### src/design/glfg_pkg.sv
// Package for the GPU load frequency governor: widths, codes, register
// defaults and the structs passed between its modules.
// No dependencies.
package glfg_pkg;

   localparam int FREQ_BITS = 20;
   localparam int TICK_BITS = 16;

   // Field widths fixed by the interface.
   localparam int LOAD_BITS  = 7;
   localparam int BUSY_BITS  = 16;
   localparam int HIST_BITS  = 8;
   localparam int CURF_BITS  = 20;
   localparam int REQ_BITS   = 24;
   localparam int DLN_BITS   = 16;

   // Widths actually carried inside the block.
   localparam int CUR_BITS  = (FREQ_BITS < CURF_BITS) ? FREQ_BITS : CURF_BITS;
   localparam int POLL_BITS = (TICK_BITS < 16) ? TICK_BITS : 16;

   // Divide by ten as a multiply by a rounded-up reciprocal; exact for any
   // product of PROD_BITS bits with this shift.
   localparam int PROD_BITS = CUR_BITS + LOAD_BITS;
   localparam int DIV_SHIFT = PROD_BITS + 4;
   localparam int MUL_BITS  = DIV_SHIFT - 3;
   localparam int QUO_BITS  = PROD_BITS - 3;
   localparam longint unsigned DIV_MUL = ((64'd1 << DIV_SHIFT) + 64'd9) / 64'd10;

   localparam logic [REQ_BITS-1:0]  REQ_MAX   = {REQ_BITS{1'b1}};
   localparam logic [LOAD_BITS-1:0] PCT_LIMIT = LOAD_BITS'(100);

   // Register defaults.
   localparam logic [LOAD_BITS-1:0] UP_RESET   = LOAD_BITS'(95);
   localparam logic [LOAD_BITS-1:0] DOWN_RESET = LOAD_BITS'(75);
   localparam logic [HIST_BITS-1:0] HIST_RESET = HIST_BITS'(10);
   localparam logic [POLL_BITS-1:0] POLL_RESET = POLL_BITS'(75);
   localparam logic [DLN_BITS-1:0]  DLN_RESET  = DLN_BITS'(16);

   // Configuration port.
   localparam int CSR_ADDR_BITS = 5;
   localparam int CSR_DATA_BITS = 32;

   // Result queue.
   localparam int OUTQ_DEPTH    = 4;
   localparam int OUTQ_PTR_BITS = 2;
   localparam int OUTQ_CNT_BITS = 3;

   typedef enum logic [1:0] {
      KIND_ACTIVE = 2'd0,
      KIND_FRAME  = 2'd1,
      KIND_TICK   = 2'd2
   } kind_type;

   typedef enum logic [2:0] {
      REG_HIGH_LOAD_PCT  = 3'd0,
      REG_LOW_LOAD_PCT   = 3'd1,
      REG_HISTORY_LENGTH = 3'd2,
      REG_POLL_TICKS     = 3'd3,
      REG_FRAME_DEADLINE = 3'd4,
      REG_FREQ_MAXIMUM   = 3'd5,
      REG_FREQ_MINIMUM   = 3'd6
   } reg_index_type;

   typedef struct packed {
      logic [LOAD_BITS-1:0] high_load_pct;
      logic [LOAD_BITS-1:0] low_load_pct;
      logic [HIST_BITS-1:0] history_length;
      logic [POLL_BITS-1:0] poll_ticks;
      logic [DLN_BITS-1:0]  frame_deadline;
      logic [CUR_BITS-1:0]  freq_maximum;
      logic [CUR_BITS-1:0]  freq_minimum;
   } cfg_type;

   // Outcome of one event: up to two requests, either of which may be the
   // scaled request still to be divided by ten.
   typedef struct packed {
      logic [1:0]           count;
      logic [REQ_BITS-1:0]  val0;
      logic [REQ_BITS-1:0]  val1;
      logic                 scaled0;
      logic                 scaled1;
      logic [PROD_BITS-1:0] product;
   } res_type;

   typedef struct packed {
      logic [REQ_BITS-1:0] freq;
      logic                last;
   } entry_type;

endpackage

### src/design/glfg_eval.sv
// Event evaluation of the GPU load frequency governor: polling state, the
// low-load counter, the predictor and the registered outcome of each event.
// Depends on glfg_pkg.
module glfg_eval (
   input  logic                           clock,
   input  logic                           reset,
   input  logic                           in_vld,
   input  logic [1:0]                     in_kind,
   input  logic [glfg_pkg::LOAD_BITS-1:0] in_load,
   input  logic [glfg_pkg::BUSY_BITS-1:0] in_busy,
   input  logic [glfg_pkg::CUR_BITS-1:0]  in_cur,
   input  glfg_pkg::cfg_type              cfg,
   input  logic                           cfg_clear,
   input  logic                           room,
   output logic                           in_take,
   output logic                           mid_vld,
   output glfg_pkg::res_type              res
);

   logic                           polling_ff, polling_in;
   logic [glfg_pkg::HIST_BITS-1:0] count_ff, count_in;
   logic [glfg_pkg::TICK_BITS-1:0] countdown_ff, countdown_in;
   logic                           mid_vld_ff, mid_vld_in;
   glfg_pkg::res_type              res_ff, res_in;

   glfg_pkg::kind_type             kind;
   logic                           fire;
   logic                           run_pred;
   logic                           p_busy, p_up, p_down, p_sc;
   logic [glfg_pkg::HIST_BITS-1:0] cnt_tmp;
   logic [glfg_pkg::REQ_BITS-1:0]  fmax, fmin;
   logic [glfg_pkg::TICK_BITS-1:0] reload;

   assign kind    = glfg_pkg::kind_type'(in_kind);
   assign fire    = in_vld & (~mid_vld_ff | room);
   assign in_take = fire;
   assign fmax    = glfg_pkg::REQ_BITS'(cfg.freq_maximum);
   assign fmin    = glfg_pkg::REQ_BITS'(cfg.freq_minimum);
   assign reload  = glfg_pkg::TICK_BITS'(cfg.poll_ticks);

   // Predictor terms; a missed deadline clears the count before the load test.
   assign p_busy  = in_busy > cfg.frame_deadline;
   assign p_up    = in_load >= cfg.high_load_pct;
   assign p_down  = in_load <= cfg.low_load_pct;
   assign cnt_tmp = p_busy ? '0 : count_ff;
   assign p_sc    = ~p_up & p_down & (cnt_tmp == cfg.history_length);

   always_comb begin
      polling_in   = polling_ff;
      count_in     = count_ff;
      countdown_in = countdown_ff;
      run_pred     = 1'b0;

      res_in.count   = 2'd0;
      res_in.val0    = fmax;
      res_in.val1    = fmax;
      res_in.scaled0 = 1'b0;
      res_in.scaled1 = 1'b0;
      res_in.product = glfg_pkg::PROD_BITS'(in_cur) * glfg_pkg::PROD_BITS'(in_load);

      case (kind)
         glfg_pkg::KIND_ACTIVE: begin
            if (!polling_ff) begin
               res_in.count = 2'd1;
               count_in     = '0;
               polling_in   = 1'b1;
               countdown_in = reload;
            end
         end
         glfg_pkg::KIND_FRAME: begin
            if (polling_ff) begin
               countdown_in = reload;
            end
            run_pred = 1'b1;
         end
         glfg_pkg::KIND_TICK: begin
            if (polling_ff) begin
               if (countdown_ff > glfg_pkg::TICK_BITS'(1)) begin
                  countdown_in = countdown_ff - glfg_pkg::TICK_BITS'(1);
               end else if (in_busy == '0) begin
                  // Idle at timeout: drop to the minimum and stop polling.
                  res_in.count = 2'd1;
                  res_in.val0  = fmin;
                  count_in     = '0;
                  polling_in   = 1'b0;
                  countdown_in = '0;
               end else begin
                  run_pred     = 1'b1;
                  countdown_in = reload;
               end
            end
         end
         default: ;
      endcase

      if (run_pred) begin
         res_in.count   = {1'b0, p_busy} + {1'b0, p_up | p_sc};
         res_in.scaled0 = ~p_busy & p_sc;
         res_in.scaled1 = p_busy & p_sc;
         if (p_up || p_sc || !p_down) begin
            count_in = '0;
         end else begin
            count_in = cnt_tmp + glfg_pkg::HIST_BITS'(1);
         end
      end

      if (!fire) begin
         polling_in   = polling_ff;
         count_in     = count_ff;
         countdown_in = countdown_ff;
         res_in       = res_ff;
      end
      if (cfg_clear) begin
         count_in = '0;
      end

      mid_vld_in = fire | (mid_vld_ff & ~room);
   end

   always_ff @(posedge clock) begin
      if (reset) begin
         polling_ff   <= 1'b0;
         count_ff     <= '0;
         countdown_ff <= '0;
         mid_vld_ff   <= 1'b0;
      end else begin
         polling_ff   <= polling_in;
         count_ff     <= count_in;
         countdown_ff <= countdown_in;
         mid_vld_ff   <= mid_vld_in;
      end
   end

   always_ff @(posedge clock) begin
      res_ff <= res_in;
   end

   assign mid_vld = mid_vld_ff;
   assign res     = res_ff;

endmodule

### config.mk
export PLATFORM = sky130hd
export DESIGN_NAME = glfg_eval
export DESIGN_NICKNAME = d
export VERILOG_FILES = /design/src/design/glfg_pkg.sv /design/src/design/glfg_eval.sv
export SDC_FILE = /design/constraint.sdc
export NUM_CORES = 1
export LEC_CHECK = 0
export BUFFER_PORTS_ARGS = -buffer_cell sky130_fd_sc_hd__buf_2
export CORE_ASPECT_RATIO = 0.8
export CORE_MARGIN = 10
export CORE_UTILIZATION = 30
export CTS_CLUSTER_SIZE = 24
export DETAILED_ROUTE_END_ITERATION = 8
export PLACE_DENSITY_LB_ADDON = 0.15
export SYNTH_ARGS = -nofsm -noshare
export SYNTH_HDL_FRONTEND = slang
export SYNTH_SLANG_ARGS = --single-unit
### constraint.sdc
create_clock -name clock -period 5.1 [get_ports clock]
set_clock_uncertainty 0.15 [all_clocks]
set_input_delay 0.51 -clock clock [delete_from_list [all_inputs] [get_ports clock]]
set_output_delay 0.51 -clock clock [all_outputs]
set_load 0.02 [all_outputs]
==> results of run 1 <==
==> layout make-up <==
cell class,instances,area share
clock inverters,5,0.005495
well taps,413,0.04364
multi-input cells,716,0.5185
flip-flops and latches,97,0.2240
clock buffers,11,0.02145
repair buffers,292,0.1411
inverters,144,0.04576
==> registers in the layout (all words and copies together), names as in the netlist <==
| name | count |
|---|---|
| polling_ff | 1 |
| res | 71 |
| countdown_ff | 16 |
| count_ff | 8 |
| mid_vld | 1 |
==> cell usage after synthesis, types with 5 or more instances <==
master / instances / share of area
nand3_1: 12 / 0.0064
a21o_1: 13 / 0.010
mux2_2: 21 / 0.025
nand2_1: 93 / 0.037
nor3_1: 16 / 0.0085
and2_1: 98 / 0.065
xnor2_1: 19 / 0.018
xor2_1: 11 / 0.010
clkbuf_1: 26 / 0.010
a22oi_1: 6 / 0.0048
fa_1: 89 / 0.19
nand2b_1: 5 / 0.0033
dfxtp_1: 26 / 0.055
a211oi_1: 7 / 0.0056
nor2_1: 50 / 0.020
o31ai_1: 5 / 0.0040
nand4_1: 14 / 0.0093
edfxtp_1: 71 / 0.23
buf_4: 8 / 0.0064
ha_1: 83 / 0.11
inv_1: 144 / 0.057
o21ai_0: 38 / 0.020
and3_1: 6 / 0.0040
a221oi_1: 5 / 0.0046
nor4_1: 8 / 0.0053
a21oi_1: 41 / 0.022
==> kinds of logic after synthesis <==
| kind of cell | after synthesis | synth area share |
|---|---|---|
| AO/OA/AOI/OAI | 155 | 0.1089 |
| XOR/XNOR | 30 | 0.02788 |
| adder cells (fa/ha/maj) | 172 | 0.2992 |
| buffers and inverters | 180 | 0.07500 |
| flip-flops | 97 | 0.2814 |
| multiplexers | 21 | 0.02509 |
| other | 1 | 0.0003979 |
| AND/OR/NAND/NOR | 330 | 0.1821 |
==> through the flow <==
stage / hold WS [ns] / total power [mW] / util
CTS: 0.1716 / 4.471 / 0.3845
floorplan: 0.3113 / 2.790 / -
finish: 0.1882 / 4.451 / 0.3861
detailed placement: 0.3397 / 3.704 / 0.3741
global placement: 0.3341 / 3.700 / 0.3741
global route: 0.1730 / 4.915 / 0.3861
==> critical path, stage by stage <==
cell and delay, ns:
buf_2 0.17, and2_1 0.17, fa_1 0.51, fa_1 0.52, fa_1 0.55, inv_1 0.05, fa_1 0.52, inv_1 0.04
ha_1 0.33, a21oi_1 0.21, o22ai_1 0.09, or3_1 0.35, o21ai_1 0.24, a21boi_0 0.20, o41ai_2 0.27, xnor2_1 0.10
==> final timing paths <==
path / endpoint / slack (ns) / cells after the start
worst max-delay path: res[22] / 0.21 / 16
worst min-delay path: res[44] / 0.19 / 1
worst max register to register: count_ff[2] / 1.92 / 8
worst min register to register: countdown_ff[8] / 0.35 / 2
==> power breakdown <==
group	switching [mW]	internal, mW
Clock	0.316	0.418
Sequential	0.0405	1.07
Combinational	1.42	1.18
Total	1.78	2.67
==> layout by cell type, fill, tap and decap left out, types with 16 or more instances in the layout <==
| cell type | n |
|---|---|
| mux2_2 | 21 |
| dfxtp_1 | 26 |
| buf_4 | 74 |
| o21ai_0 | 34 |
| and2_1 | 98 |
| nand2_1 | 93 |
| fa_1 | 89 |
| nor3_1 | 16 |
| ha_1 | 83 |
| nor2_1 | 50 |
| edfxtp_1 | 71 |
| inv_1 | 143 |
| xnor2_1 | 19 |
| buf_2 | 215 |
| a21oi_1 | 40 |
==> routing by layer <==
| layer | wire, um | GRT usage |
|---|---|---|
| met1 | 12780 | 0.1834 |
| met5 | 0 | 0 |
| met3 | 1136 | 0.02201 |
| met4 | 215 | 0.03032 |
| met2 | 11940 | 0.2195 |
==> out/results.ini, run 1 <==
[timing]
final_max_slew_viol_count = 0
slew_headroom = 0.5185
period_share = 0.9589
post-route-min-period_ns = 4.891
setup_violations = 0
grt_setup_unrepaired = true
tightestPinTransition_ns = 0.7040
final_hold_viol_count = 0
setup-tns-final_ns = 0
setup_slack_ns = 0.2094
clock.fmax_mhz = 204.5

[global_route]
antenna_found_initial = 0
grt_pass1_vias = 8086
grt_overflow = 0
track_usage = 0.1347
grt_pass1_wl_um = 42660
grt_max_degree = 51

[placed_design]
place_inst = 1662
place_congestion = 0.8259
port_buffers = 216
pre_cts_ws_ns = -0.3167
dpl_cell_area_um2 = 11470
place_hpwl_um = 21890

[min_path]
min_from = cfg[35]
hp-class = in -> reg

[final_layout]
fin_area_um2 = 11840
final_cell_count_no_fill = 1678
area_delta_synth_final_pct = 25.62
nFillCells = 3182
nNetsFinal = 1576
regArea_um2 = 2653
antenna_cells = 0
drive_gt1_frac = 0.2743
multi_input_area_um2 = 6140

[logic_synthesis]
netlist_area_um2 = 9425
yosys_warnings = 0
syn_inst = 986
synthArstFlopShare = 0
syn_area_per_cell_um2 = 9.559
yosysSeqAreaShare = 0.2814
synth_seq_cells = 97
synth.distinct_cells = 67
synth_edf_count = 71
synth_ff_type = edfxtp_1

[floorplan]
dieHeight_um = 178.5
start_util = 0.3073
die_w_um = 218.2
ios = 225
dieArea_um2 = 38950
core_um2 = 30670
rows = 57

[setup_path]
end_kind = flop
crit_type = in -> reg
cp.required_ns = 5.05
worstPathArrival_ns = 4.84
r2r_start = countdown_ff[2]
crit_start = in_load[6]
worstPathMaxFanout = 11
crit_path_start_kind = primary input

[clock_tree]
cts_buffers = 9
cts_sinks = 97
cts_tree = done
clk_pin_slew_ns = 0.07
clockBufferDepth = 2
cts_resized = 0
cts.hold.buffers_added = 0
root_buffer = clkbuf_16
worstSkewPairLatency_ns = 0.35
cts_max_level = 3
cts_setup_buffers = 0

[route]
drc = 0
viasPerCell = 4.535
route.antenna.remaining_nets = 0
wl_per_cell_um = 15.54
drtIter0Drc = 356
postRouteWirelength_um = 26070
num_vias = 7610
drt_pass1_iterations = 5

[run_status]
status = finished, final reports clean

[flow_run]
cap_violations = 0

[power]
p_per_area_nw_per_um2 = 375.9
vdd.ir_drop.worst_mv = 0.1602
total_leakage_power_nw = 5.682

No activity file was read; power rests on OpenSTA's default activity.
==> run 2: changes to the inputs <==
clock period = 5.95 ns   (was 5.1 ns; I/O delays follow)
==> run 2 against run 1 <==
  * Die area stayed put
  * Via count is 2.1% lower
  * First-iteration DRC count is 26% lower
  * Worst setup slack better by 0.41 ns
  * Sequential share of layout area is 1.2 points higher
  * Sequential power is 14% lower
  * Non-clock buffer count is 69 lower
  * Register-to-register slack better by 0.78 ns
==> out/results.ini, run 2 (synthesis gave the netlist of run 1 again) <==
[clock_tree]
root_buffer = clkbuf_16
cts_setup_buffers = 0
cts_sinks = 97
cts_max_level = 3
cts.hold.buffers_added = 0
cts_tree = done
clockBufferDepth = 2
cts_resized = 0
worstSkewPairLatency_ns = 0.35
clk_pin_slew_ns = 0.08
cts_buffers = 9

[placed_design]
dpl_cell_area_um2 = 10940
place_inst = 1593
pre_cts_ws_ns = 0.1926
place_congestion = 0.8547
port_buffers = 216
place_hpwl_um = 21530

[setup_path]
ff2ff_setup_slack_ns = 2.70
slowest_delay_ns = 0.56
crit_chain = buf_2, nand2_1, fa_1, fa_1, inv_1, fa_1, inv_1, fa_1, inv_1, ha_1, nor2_1, o21ai_0, nor4b_1, buf_4, o311a_1, o31ai_1, buf_4, o21ai_0, a21oi_1, xnor2_1
end_kind = flop
worstPathMaxFanout = 22
r2r_start = countdown_ff[2]
r2r_end = countdown_ff[7]
r2r_cells = 8
crit_start = in_load[6]
worst_path_max_delay_cell = fa_1
crit_path_end = res[25]
path_delay_family = adder cells
crit_cells = 20
critPathBufInv = 6
worstPathArrival_ns = 5.29
cpMostUsedCell = fa_1
crit_path_start_kind = primary input
cp.required_ns = 5.91
crit_type = in -> reg

[route]
num_vias = 7452
route.antenna.remaining_nets = 0
drtIter0Drc = 263
viasPerCell = 4.631
drc = 0
postRouteWirelength_um = 26190
drt_pass1_iterations = 5
wl_per_cell_um = 16.28

[min_path]
hp-class = in -> reg
holdPathStages = 1

[timing]
final_hold_viol_count = 0
tightestPinTransition_ns = 1.111
setup-tns-final_ns = 0
setup_violations = 0
grt_setup_unrepaired = false
fin_hold_ws_ns = 0.2736
post-route-min-period_ns = 5.330
clock.fmax_mhz = 187.6
setup_slack_ns = 0.6201
final_max_slew_viol_count = 0
period_share = 0.8958
slew_headroom = 0.2541

[floorplan]
die_w_um = 218.2
dieHeight_um = 178.5
dieArea_um2 = 38950
ios = 225
core_um2 = 30670
rows = 57
start_util = 0.3073

[final_layout]
final_cell_mix = buf_2 (216), inv_1 (143), and2_1 (98)
fin_area_um2 = 11260
nFillCells = 3219
drive_gt1_frac = 0.2274
layout_commonest_cell = buf_2
largest_register_ff_count = 71
final_cell_count_no_fill = 1609
nNetsFinal = 1507
antenna_cells = 0
area_delta_synth_final_pct = 19.43

[global_route]
grt_pass1_wl_um = 41770
grt_overflow = 0
antenna_found_initial = 0
grt_max_degree = 47
track_usage = 0.1326
grt_pass1_vias = 7604

[flow_run]
cap_violations = 0

[run_status]
status = finished, final reports clean

[power]
total_leakage_power_nw = 5.326
p_per_area_nw_per_um2 = 312.3
vdd.ir_drop.worst_mv = 0.1446

-- run 2: cell count changes in the layout (fill, tap and decap cells not counted), moves of 2 or more --
cell,before,now
o21ai_0,34,38
o21ai_1,6,3
buf_4,74,7
nor4b_1,0,2
nor4b_2,2,0
-- run 2: worst min path at each step --
| stage | startpoint | end | slack [ns] |
|---|---|---|---|
| after floorplan | countdown_ff[9] | countdown_ff[9] | 0.31 |
| after global placement | countdown_ff[10] | countdown_ff[10] | 0.33 |
| after detailed placement | countdown_ff[9] | countdown_ff[9] | 0.33 |
| after CTS | cfg[34] | res[43] | 0.25 |
| after global routing | cfg[38] | res[47] | 0.26 |
| final | cfg[34] | res[43] | 0.27 |
-- run 2: area by class of cell --
class | count | area, um2 | area share
multi-input combinational | 716 | 6092 | 0.5412
clock inverter | 7 | 95.09 | 0.008447
inverter | 144 | 541.8 | 0.04813
clock buffer | 9 | 225.2 | 0.02001
sequential | 97 | 2653 | 0.2356
tap | 413 | 516.7 | 0.04590
timing repair buffer | 223 | 1134 | 0.1007
-- run 2: power breakdown --
| part | internal, mW | switching, mW | leakage [nW] |
|---|---|---|---|
| Combinational | 0.781 | 1.15 | 4.27 |
| Sequential | 0.918 | 0.0343 | 0.901 |
| Clock | 0.340 | 0.295 | 0.157 |
-- run 2: stage by stage --
| step | power, mW | utilization |
|---|---|---|
| floorplan | 2.385 | - |
| global placement | 2.931 | 0.3566 |
| detailed placement | 2.924 | 0.3566 |
| CTS | 3.582 | 0.3671 |
| global route | 3.877 | 0.3671 |
| finish | 3.515 | 0.3671 |
-- run 2: metal layers --
metal  up-vias  share of wire  global-route usage
met5         -              0                   0
met1      3545           0.49              0.1855
met3        13          0.057             0.02793
li1       3716              -                   -
met4         0         0.0081             0.02541
met2       178           0.44              0.2072
