File: src/design/glfg_pkg.sv
// Package for the GPU load frequency governor: widths, codes, register
// defaults and the structs passed between its modules.
// No dependencies.
package glfg_pkg;

   localparam int FREQ_BITS = 20;
   localparam int TICK_BITS = 16;

   // Field widths fixed by the interface.
   localparam int LOAD_BITS  = 7;
   localparam int BUSY_BITS  = 16;
   localparam int HIST_BITS  = 8;
   localparam int CURF_BITS  = 20;
   localparam int REQ_BITS   = 24;
   localparam int DLN_BITS   = 16;

   // Widths actually carried inside the block.
   localparam int CUR_BITS  = (FREQ_BITS < CURF_BITS) ? FREQ_BITS : CURF_BITS;
   localparam int POLL_BITS = (TICK_BITS < 16) ? TICK_BITS : 16;

   // Divide by ten as a multiply by a rounded-up reciprocal; exact for any
   // product of PROD_BITS bits with this shift.
   localparam int PROD_BITS = CUR_BITS + LOAD_BITS;
   localparam int DIV_SHIFT = PROD_BITS + 4;
   localparam int MUL_BITS  = DIV_SHIFT - 3;
   localparam int QUO_BITS  = PROD_BITS - 3;
   localparam longint unsigned DIV_MUL = ((64'd1 << DIV_SHIFT) + 64'd9) / 64'd10;

   localparam logic [REQ_BITS-1:0]  REQ_MAX   = {REQ_BITS{1'b1}};
   localparam logic [LOAD_BITS-1:0] PCT_LIMIT = LOAD_BITS'(100);

   // Register defaults.
   localparam logic [LOAD_BITS-1:0] UP_RESET   = LOAD_BITS'(95);
   localparam logic [LOAD_BITS-1:0] DOWN_RESET = LOAD_BITS'(75);
   localparam logic [HIST_BITS-1:0] HIST_RESET = HIST_BITS'(10);
   localparam logic [POLL_BITS-1:0] POLL_RESET = POLL_BITS'(75);
   localparam logic [DLN_BITS-1:0]  DLN_RESET  = DLN_BITS'(16);

   // Configuration port.
   localparam int CSR_ADDR_BITS = 5;
   localparam int CSR_DATA_BITS = 32;

   // Result queue.
   localparam int OUTQ_DEPTH    = 4;
   localparam int OUTQ_PTR_BITS = 2;
   localparam int OUTQ_CNT_BITS = 3;

   typedef enum logic [1:0] {
      KIND_ACTIVE = 2'd0,
      KIND_FRAME  = 2'd1,
      KIND_TICK   = 2'd2
   } kind_type;

   typedef enum logic [2:0] {
      REG_HIGH_LOAD_PCT  = 3'd0,
      REG_LOW_LOAD_PCT   = 3'd1,
      REG_HISTORY_LENGTH = 3'd2,
      REG_POLL_TICKS     = 3'd3,
      REG_FRAME_DEADLINE = 3'd4,
      REG_FREQ_MAXIMUM   = 3'd5,
      REG_FREQ_MINIMUM   = 3'd6
   } reg_index_type;

   typedef struct packed {
      logic [LOAD_BITS-1:0] high_load_pct;
      logic [LOAD_BITS-1:0] low_load_pct;
      logic [HIST_BITS-1:0] history_length;
      logic [POLL_BITS-1:0] poll_ticks;
      logic [DLN_BITS-1:0]  frame_deadline;
      logic [CUR_BITS-1:0]  freq_maximum;
      logic [CUR_BITS-1:0]  freq_minimum;
   } cfg_type;

   // Outcome of one event: up to two requests, either of which may be the
   // scaled request still to be divided by ten.
   typedef struct packed {
      logic [1:0]           count;
      logic [REQ_BITS-1:0]  val0;
      logic [REQ_BITS-1:0]  val1;
      logic                 scaled0;
      logic                 scaled1;
      logic [PROD_BITS-1:0] product;
   } res_type;

   typedef struct packed {
      logic [REQ_BITS-1:0] freq;
      logic                last;
   } entry_type;

endpackage

File: src/design/glfg_csr.sv
// Configuration registers of the GPU load frequency governor behind an
// APB-style port, with range clamping on write.
// Depends on glfg_pkg.
module glfg_csr (
   input  logic                                clock,
   input  logic                                reset,
   input  logic                                csr_psel,
   input  logic                                csr_penable,
   input  logic                                csr_pwrite,
   input  logic [glfg_pkg::CSR_ADDR_BITS-1:0]  csr_paddr,
   input  logic [glfg_pkg::CSR_DATA_BITS-1:0]  csr_pwdata,
   output logic [glfg_pkg::CSR_DATA_BITS-1:0]  csr_prdata,
   output logic                                csr_pready,
   output glfg_pkg::cfg_type                   cfg,
   output logic                                cfg_clear
);

   glfg_pkg::cfg_type       cfg_ff;
   glfg_pkg::cfg_type       cfg_in;
   glfg_pkg::reg_index_type idx;
   logic                    wr;
   logic [glfg_pkg::LOAD_BITS-1:0] pct;
   logic [glfg_pkg::HIST_BITS-1:0] hist;
   logic [glfg_pkg::POLL_BITS-1:0] poll;
   logic [glfg_pkg::DLN_BITS-1:0]  dln;

   assign csr_pready = 1'b1;
   assign wr  = csr_psel & csr_penable & csr_pwrite;
   assign idx = glfg_pkg::reg_index_type'(csr_paddr[4:2]);

   // Thresholds saturate at 100; counts and times of zero become one.
   assign pct  = (csr_pwdata[6:0] > glfg_pkg::PCT_LIMIT) ? glfg_pkg::PCT_LIMIT
                                                        : csr_pwdata[6:0];
   assign hist = (csr_pwdata[7:0] == '0) ? glfg_pkg::HIST_BITS'(1) : csr_pwdata[7:0];
   assign poll = (csr_pwdata[glfg_pkg::POLL_BITS-1:0] == '0) ? glfg_pkg::POLL_BITS'(1)
                                                              : csr_pwdata[glfg_pkg::POLL_BITS-1:0];
   assign dln  = (csr_pwdata[15:0] == '0) ? glfg_pkg::DLN_BITS'(1) : csr_pwdata[15:0];

   always_comb begin
      cfg_in    = cfg_ff;
      cfg_clear = 1'b0;
      if (wr) begin
         cfg_clear = 1'b1;
         unique case (idx)
            glfg_pkg::REG_HIGH_LOAD_PCT:  cfg_in.high_load_pct  = pct;
            glfg_pkg::REG_LOW_LOAD_PCT:   cfg_in.low_load_pct   = pct;
            glfg_pkg::REG_HISTORY_LENGTH: cfg_in.history_length = hist;
            glfg_pkg::REG_POLL_TICKS:     cfg_in.poll_ticks     = poll;
            glfg_pkg::REG_FRAME_DEADLINE: cfg_in.frame_deadline = dln;
            glfg_pkg::REG_FREQ_MAXIMUM:
               cfg_in.freq_maximum = csr_pwdata[glfg_pkg::CUR_BITS-1:0];
            glfg_pkg::REG_FREQ_MINIMUM:
               cfg_in.freq_minimum = csr_pwdata[glfg_pkg::CUR_BITS-1:0];
            default: cfg_clear = 1'b0;
         endcase
      end
   end

   always_comb begin
      unique case (idx)
         glfg_pkg::REG_HIGH_LOAD_PCT:
            csr_prdata = glfg_pkg::CSR_DATA_BITS'(cfg_ff.high_load_pct);
         glfg_pkg::REG_LOW_LOAD_PCT:
            csr_prdata = glfg_pkg::CSR_DATA_BITS'(cfg_ff.low_load_pct);
         glfg_pkg::REG_HISTORY_LENGTH:
            csr_prdata = glfg_pkg::CSR_DATA_BITS'(cfg_ff.history_length);
         glfg_pkg::REG_POLL_TICKS:
            csr_prdata = glfg_pkg::CSR_DATA_BITS'(cfg_ff.poll_ticks);
         glfg_pkg::REG_FRAME_DEADLINE:
            csr_prdata = glfg_pkg::CSR_DATA_BITS'(cfg_ff.frame_deadline);
         glfg_pkg::REG_FREQ_MAXIMUM:
            csr_prdata = glfg_pkg::CSR_DATA_BITS'(cfg_ff.freq_maximum);
         glfg_pkg::REG_FREQ_MINIMUM:
            csr_prdata = glfg_pkg::CSR_DATA_BITS'(cfg_ff.freq_minimum);
         default: csr_prdata = '0;
      endcase
   end

   always_ff @(posedge clock) begin
      if (reset) begin
         cfg_ff.high_load_pct  <= glfg_pkg::UP_RESET;
         cfg_ff.low_load_pct   <= glfg_pkg::DOWN_RESET;
         cfg_ff.history_length <= glfg_pkg::HIST_RESET;
         cfg_ff.poll_ticks     <= glfg_pkg::POLL_RESET;
         cfg_ff.frame_deadline <= glfg_pkg::DLN_RESET;
         cfg_ff.freq_maximum   <= '0;
         cfg_ff.freq_minimum   <= '0;
      end else begin
         cfg_ff <= cfg_in;
      end
   end

   assign cfg = cfg_ff;

endmodule

File: config.mk
export PLATFORM = sky130hd
export DESIGN_NAME = glfg_csr
export DESIGN_NICKNAME = d
export VERILOG_FILES = /design/src/design/glfg_pkg.sv /design/src/design/glfg_csr.sv
export SDC_FILE = /design/constraint.sdc
export NUM_CORES = 1
export LEC_CHECK = 0
export ABC_CLOCK_PERIOD_IN_PS = 1800
export BUFFER_PORTS_ARGS = -buffer_cell sky130_fd_sc_hd__buf_2
export CAP_MARGIN = 20
export CORE_UTILIZATION = 45
export CTS_CLUSTER_DIAMETER = 100
export CTS_CLUSTER_SIZE = 14
export DETAILED_ROUTE_END_ITERATION = 8
export GPL_ROUTABILITY_DRIVEN = 0
export PLACE_DENSITY = 0.8
export SLEW_MARGIN = 20
export SYNTH_ARGS = -nofsm -noshare
export SYNTH_HDL_FRONTEND = slang
export SYNTH_SLANG_ARGS = --single-unit
File: constraint.sdc
create_clock -name clock -period 1.8 [get_ports clock]
set_input_delay 0.36 -clock clock [delete_from_list [all_inputs] [get_ports clock]]
set_output_delay 0.36 -clock clock [all_outputs]
set_load 0.1 [all_outputs]
==> reports/results.txt, run 1 <==
The run finished, with violations left. The final reports fail on negative setup slack. Summing all non-filler instances in the final layout gives an area of 0.006594 mm2. For the final routed database, the setup TNS stands at -1355 ps.

In this run the worst path has a maximum fanout of 2. The tool flagged a number of max-cap violations equal to 0. Entering global routing, the biggest net connects 53 pins. The buffer type at the clock tree root is sky130_fd_sc_hd__clkbuf_8.

The logs give 0 for the hold violation total from the final report and 0 for the final-report max-slew violation count. After clock tree synthesis, the clock-pin slew on the worst setup and hold paths is 100 ps. The transition at the pin with the smallest max-transition slack is 614.1 ps, and the flip-flop count of the largest register after layout is 94. The number of instances in the synthesized netlist is 547.

In the final design database the tool counted 736 nets. The tools report the instance area at placement as 0.006281 mm2. The fraction of the cycle the final worst path needs was 112.0%; the via total after detailed routing was 5,156. Timing endpoint of the critical path: csr_prdata[2]. The worst register-to-register path begins at cfg[40].

Number of sinks on the clock net: 94. The internal power is 2.954 mW. Setup violations remaining at the end of the flow were counted as 14. After detailed routing, the number of vias per cell comes to 6.197. Average detailed-routed wire length per instance: 20.57 um. The logs give 370 ps for the clock network latency to the later pin of the worst-skew pair and 41.14% for the post-synthesis sequential area ratio.

IR analysis of the VDD net gives a maximum drop of 0.0003467 V. The clock arrives with 0 ps of skew. For this block, the initial DRC count from the detailed router was 490. The total buffers and inverters traversed by the critical path was 1.

The number of antenna violations at the first check in global routing is 0, and the number of global-route vias before repair is 4,925. After layout, the minimum clock period comes to 2016 ps. The net switching component of the power was 1.491 mW; the signed area change from the synthesized netlist to the final layout was 44.15%. In the global route stage, met1 resource usage came out at 41.95%. Buffers inserted during clock tree synthesis total 9. Setup repair after global routing could not meet its margin everywhere.

In this run the core area contains 36 standard-cell rows. The commonest cells after synthesis are sky130_fd_sc_hd__dfxtp_1, sky130_fd_sc_hd__nand3_1, sky130_fd_sc_hd__o21ai_0. For met3 alone, demand over resource in global routing was 8.542%.

Global routing finished with a remaining overflow of 0. The tools report the clock power share as 30.3%. No sink is reached through more buffers than the 2 on the longest clock path.

The tools report the critical register-to-register path endpoint as cfg[40]. Slowest cell on the critical path: sky130_fd_sc_hd__mux4_2. TritonCTS built the clock tree. The cell type contributing the most total cell area after synthesis was sky130_fd_sc_hd__dfxtp_1. For flop-to-flop paths, the worst setup slack is 890 ps. The initial utilization of the core area, before any placement, comes to 46.59%. The cell area that synthesis handed to floorplanning was 0.004574 mm2. For the minimum setup slack in the final design, the log shows -216.4 ps.

The fraction of power spent switching nets is 33.54%. The synthesized design contains 0 enable-type register cells. A synthesized cell averages 8.363 um2. The ratio of cells with drive above 1 in the final layout was 51.65%; the non-filler instance count after layout was 832. For the worst setup path, the data required time is 1440 ps. The Yosys step of the flow raised 0 warnings. The analysis attributes to cell leakage a power of 2.561 nW. The critical path goes through mux4_2 -> mux2_4 -> buf_12. Most used routing layer: met2.

In the routed design, unresolved DRC markers number 0. The number of distinct library cell variants in the gate-level netlist after synthesis was 45. Summed over all nets, the half-perimeter wirelength after detailed placement is 11,570 um. The critical path crosses 3 cells after its start point. Per report_power, the combinational group accounts for 22.3% of the total. Counting flops with an async set or reset pin after synthesis yields a share of 0%. The nature of the critical path startpoint was a flip-flop. In this run the biggest area consumer among cell types represents 41.14% of the synthesized area. The flop and latch count out of synthesis is 94, and the number of port buffers is 142. Global routing used 50.56% of the available met2 tracks. The run gives 0 as the number of antenna cells inserted. Tracing the worst setup path back leads to its startpoint at cfg[42]. The run gives 170 as the top-level port count. Sequential cells burn 47.4% of the power. The H-tree was split into 3 levels. The critical path is of the flip-flop to output port type. The number of cells on the worst reg-to-reg path is 4. The floorplan die height was 102.8 um. The first TritonRoute pass finished after 6 iterations.

The number of hold buffers added after CTS was 0. The run gives 0.009819 mm2 as the area of the core region. Global-route wire length before repair: 26,110 um. The most repeated cell in the gate-level netlist after synthesis is sky130_fd_sc_hd__dfxtp_1.

The largest stage delay on the critical path was 460 ps; the post-detailed-routing wire length was 17,110 um. Global routing used 32.63% of the available tracks across all layers. The largest delay contributor family on the critical path was multiplexers. The tools report the total instance count after detailed placement as 806. The worst min-delay path category was primary input to flip-flop. The die covers 0.01057 mm2. In this run the remaining antenna-violating nets after routing total 0.

Endpoint kind of the worst setup timing path: an output port. The floorplan step set the die width to 102.8 um. Sorting the synthesized cells by area gives the leading types as sky130_fd_sc_hd__dfxtp_1, sky130_fd_sc_hd__nand3_1, sky130_fd_sc_hd__o21ai_0. The run gives 1660 ps as the data arrival time at the worst-slack endpoint. The most used flip-flop cell after synthesis is sky130_fd_sc_hd__dfxtp_1. For this run, the share of the core covered by cells in the final layout is 67.15%.

Static timing analysis puts the maximum clock frequency at 495.9 MHz. In this run the power density over the cells is 674.1 mW/mm2. The worst-case headroom to the max-slew limit came out at 58.96%.
[power by group through the flow]
stage          logic, mW  registers, mW  clock network [mW]
2_1_floorplan      0.572           2.28                   0
5_1_grt             1.02           2.11                1.43
4_1_cts            0.973           2.10                1.34
3_5_place_dp       0.943           2.15                   0
3_3_place_gp       0.926           2.15                   0
6_report           0.992           2.11                1.35
[tightest hold or removal path, stage by stage]
cell	delay, ps
sky130_fd_sc_hd__buf_2	100
sky130_fd_sc_hd__nand3_1	60
sky130_fd_sc_hd__a21oi_1	60
[cell type report]
cell class | instances | area [um2]
fill | 764 | 3226
multi-input combinational | 382 | 2587
sequential | 94 | 2009
timing repair buffer | 204 | 1640
tap | 133 | 166.4
clock buffer | 14 | 162.7
clock inverter | 2 | 16.27
inverter | 3 | 11.26
[worst min path at each step]
stage	cells past startpoint	end	start
global route	3	cfg[39]	csr_pwdata[19]
finish	3	cfg[39]	csr_pwdata[19]
floorplan	2	cfg[91]	reset
CTS	3	cfg[39]	csr_pwdata[19]
detailed placement	2	cfg[22]	cfg[22]
global placement	2	cfg[21]	cfg[21]
[placed cells by master, fill, tap and decap left out, drive strengths merged, types with 3 or more instances in the layout]
cell type  Yosys  final
nand2b         3      3
inv            3      3
nor4           3      3
dfxtp         94     94
o21ai         86     86
o2bb2ai        6      6
nand3         90     90
a22oi         12     12
mux2           8      8
o22ai          8      8
conb           2     13
nor3           5      5
a211oi         3      3
a221o          4      4
nor2b          7      7
mux4           6      6
buf           41    203
nand4          3      3
nor2           3      3
mux2i         15     15
a21oi         79     79
clkbuf        38     14
o211ai         3      3
nand2          6      6
[routing by layer]
metal	vias up	share of wire, %
li1	2282	-
met1	2414	38
met2	404	47
met3	56	12
met4	0	2.7
met5	-	0
[through the flow]
step	hold WS, ps	power, mW	worst slack [ps]
after floorplan	478.8	2.851	-170.2
after global placement	465.0	3.079	-301.6
after detailed placement	470.1	3.097	-355.4
after CTS	234.3	4.414	-221.7
after global routing	239.3	4.557	-250.7
final	247.4	4.445	-216.4
[kinds of logic after synthesis]
logic type             count (synthesis)  share of synthesized area [%]
muxes                                 29                          8.698
buffers and inverters                 82                          9.217
AOI/OAI and AO/OA                    211                          25.96
and+or+nand+nor                      129                          14.82
DFF                                   94                          41.14
other                                  2                         0.1642
[what timing repair did]
item	in CTS	in global routing
pin swaps	5	3
gates cloned	1	0
buffers inserted	8	1
endpoints found under the setup margin	20	16
resized for setup	20	0
Note: power is estimated with default switching activity, not from simulation.
==> inputs of run 2 (changes only) <==
Settings changed: GPL_TIMING_DRIVEN set to 0, TNS_END_PERCENT set to 20.
==> reports/results.txt, run 2 (same netlist as run 1, synthesis figures left out) <==
Flip-flop count of the largest register after layout: 94 (unchanged). For the non-filler instance count after layout, the log shows 860 (was 832). The estimated wirelength of the detail-placed design is 12,750 um (was 11,570 um), and the fraction of the cycle the final worst path needs is 114.1% (was 112.0%). The slack of the worst reg-to-reg path is 990 ps (was 890 ps). The number of cells traversed by the worst register-to-register path is 2 (was 4).

The end point of the most critical hold path is cfg[36] (was cfg[39]). The number of antenna violations at the first check in global routing is 0 (unchanged). The count of endpoints failing setup in the final report is 16 (was 14), and the ratio of cells with drive above 1 in the final layout is 49.52% (was 51.65%). The number of violations of the max-capacitance limit is 0 (unchanged), and the highest clock rate is 486.9 MHz (was 495.9 MHz). The sum of overflow across all layers after global routing was 0 (unchanged).

The final critical path time including I/O delays and setup is 2054 ps (was 2016 ps). The via-per-instance ratio is 6.336 (was 6.197). The tools report the buffer type at the clock tree root as sky130_fd_sc_hd__clkbuf_8 (unchanged). The nature of the critical path startpoint was a primary input (was a flip-flop). For the post-cts hold buffer count, the log shows 0 (unchanged). TritonCTS built the clock tree. The top-level port count was 170 (unchanged); the worst IR drop on VDD was 0.0003607 V (was 0.0003467 V). For the starting DRC count in detailed routing, the log shows 702 (was 490).

The run gives 237.0 ps (was 247.4 ps) as the tightest hold margin. For the worst slack after detailed placement, the log shows -591.6 ps (was -355.4 ps). Setup repair after global routing could not meet its margin everywhere.

The number of global-route vias before repair was 5,003 (was 4,925). The met1 routed wirelength after detailed routing was 6900 um (was 6526 um); the area of combinational cells with multiple inputs was 0.002649 mm2 (was 0.002587 mm2). The required time at the endpoint of the critical path was 1440 ps (about the same). The number of search-and-repair iterations in the first detailed-routing pass came out at 6 (unchanged).

Floorplan die height: 102.8 um (unchanged). For the number of buffers added by the clock tree synthesis step, the log shows 9 (unchanged). The critical-path maximum fanout was 5 (was 2); the number of port buffers was 138 (was 142). Most common cell after layout, fill and taps aside: sky130_fd_sc_hd__buf_2 (unchanged).

The tools report the floorplan row count as 36 (unchanged). The met3 wirelength from detailed routing was 2291 um (was 2028 um). The signed area change from the synthesized netlist to the final layout was 48.63% (was 44.15%). The post-detailed-routing wire length was 18,680 um (was 17,110 um); the total instance count after detailed placement was 829 (was 806). The run gives 758 (was 764) as the filler cell count in the final layout. The tools report the critical register-to-register path endpoint as cfg[56] (was cfg[40]). The tools report the final setup TNS as -2514 ps (was -1355 ps). For the global-route wire length before repair, the log shows 27,570 um (was 26,110 um). The highest routing layer actually used is met4 (unchanged).

The tools report the number of sinks on the clock net as 94 (unchanged). The floorplan die area is 0.01057 mm2 (unchanged), and the number of antenna cells inserted is 0 (unchanged). The transition at the pin with the smallest max-transition slack works out to 666.5 ps (was 614.1 ps). The worst-case headroom to the max-slew limit was 55.56% (was 58.96%); the average detailed-routed wire length per instance was 21.72 um (was 20.57 um). The kind of critical path is primary input to output port (was flip-flop to output port). Worst path cell trace: buf_8 -> buf_12 -> buf_12 -> mux4_2 -> mux2_4 -> buf_12 (was mux4_2 -> mux2_4 -> buf_12). The final-report max-slew violation count is 0 (unchanged), and the largest stage delay on the critical path is 550 ps (was 460 ps). The die extent in x was 102.8 um (unchanged). Slowest cell on the critical path: sky130_fd_sc_hd__mux4_2 (unchanged). For the worst-case clock skew, the log shows 0 ps (unchanged).

The reg-to-reg critical path startpoint is cfg[56] (was cfg[40]). Leakage power total: 2.607 nW (was 2.561 nW). The worst min-delay path category was primary input to flip-flop (unchanged).

The minimum setup slack in the final design came out at -253.9 ps (was -216.4 ps). Worst min-delay path startpoint: csr_pwdata[16] (was csr_pwdata[19]). The post-layout net count was 764 (was 736); the via total after detailed routing was 5,449 (was 5,156). Highest-count cells in the layout ignoring fill and taps: sky130_fd_sc_hd__buf_2, sky130_fd_sc_hd__nand3_1, sky130_fd_sc_hd__dfxtp_2, sky130_fd_sc_hd__o21ai_0, sky130_fd_sc_hd__a21oi_1 (unchanged). The run gives 16 (was 53) as the pin count of the biggest net entering global routing. Failing checks: negative setup slack (unchanged). The area of the core region is 0.009819 mm2 (unchanged), and the DRC violation count after routing is 0 (unchanged).

The endpoint kind of the worst setup timing path was an output port (unchanged). For the total global-route track usage, the log shows 35.37% (was 32.63%). The data arrival time at the worst-slack endpoint is 1690 ps (was 1660 ps), and the total power density per cell area is 689.5 mW/mm2 (was 674.1 mW/mm2). The run finished, with violations left.

The tools report the flip-flop and latch area as 0.001993 mm2 (was 0.002009 mm2). The logs give 0 (unchanged) for the hold violation total from the final report and 3 (unchanged) for the H-tree depth. Cell depth of the worst hold path: 3 (unchanged).

The tools report the fraction of the core area covered by cells at the end of the flow as 69.24% (was 67.15%). For the sum of met2 wire segment lengths after detailed routing, the log shows 8706 um (was 8097 um). Clock transition at the register clock pins on the worst setup and hold paths after CTS: 100 ps (about the same). The number of antenna-violating nets in the routed design is 0 (unchanged), and the clock network latency to the later pin of the worst-skew pair is 370 ps (about the same). For the starting density of the core, the log shows 46.59% (unchanged). The most numerous cell type found on the critical path is sky130_fd_sc_hd__buf_12. The tools report the maximum clock insertion buffer count as 2 (unchanged).
-- run 2: cell type report --
| type | count | area share, % |
|---|---|---|
| multi-input combinational | 382 | 38.96 |
| tap | 133 | 2.448 |
| sequential | 94 | 29.32 |
| clock buffer | 12 | 2.282 |
| clock inverter | 4 | 0.7913 |
| inverter | 3 | 0.1656 |
| buffer | 78 | 8.005 |
| timing repair buffer | 154 | 18.03 |
-- run 2: per-layer routing --
layer | track usage [%] | vias up
li1 | - | 2348
met1 | 45.81 | 2563
met2 | 54.36 | 450
met3 | 9.153 | 88
met4 | 18.42 | 0
met5 | 0 | -
-- run 2: worst max-delay path by stage --
stage,from,to,slack [ps],depth (start not counted)
6_report,csr_paddr[4],csr_prdata[4],-250,6
3_5_place_dp,csr_paddr[4],csr_prdata[2],-590,7
5_1_grt,csr_paddr[4],csr_prdata[4],-290,8
3_3_place_gp,csr_paddr[4],csr_prdata[2],-570,7
4_1_cts,csr_paddr[4],csr_prdata[1],-230,6
2_1_floorplan,cfg[24],csr_prdata[4],-170,3
-- run 2: through the flow --
stage	instance area [um2]	total power, mW
6_report	6799	4.688
5_1_grt	6799	4.787
4_1_cts	6716	4.612
3_5_place_dp	5872	3.052
3_3_place_gp	5872	3.041
2_1_floorplan	5015	2.839
-- run 2: report_power, final --
group / leakage, nW / internal [mW] / switching, mW
clock: 0.0992 / 0.725 / 0.784
combinational: 1.72 / 0.311 / 0.754
sequential: 0.788 / 2.10 / 0.0165
-- run 2: timing repair --
item / 4_1_cts / 5_1_grt
pin swaps: 11 / 6
setup endpoints to repair: 21 / 20
endpoints found under the hold margin: 0 / 0
cloned: 2 / 0
buffers inserted: 10 / 4
gates resized for setup: 135 / 13
-- run 2: critical path, delay by kind of cell --
kind / cells / cell delay, ps
mux: 2 / 850
buf+inv: 4 / 490
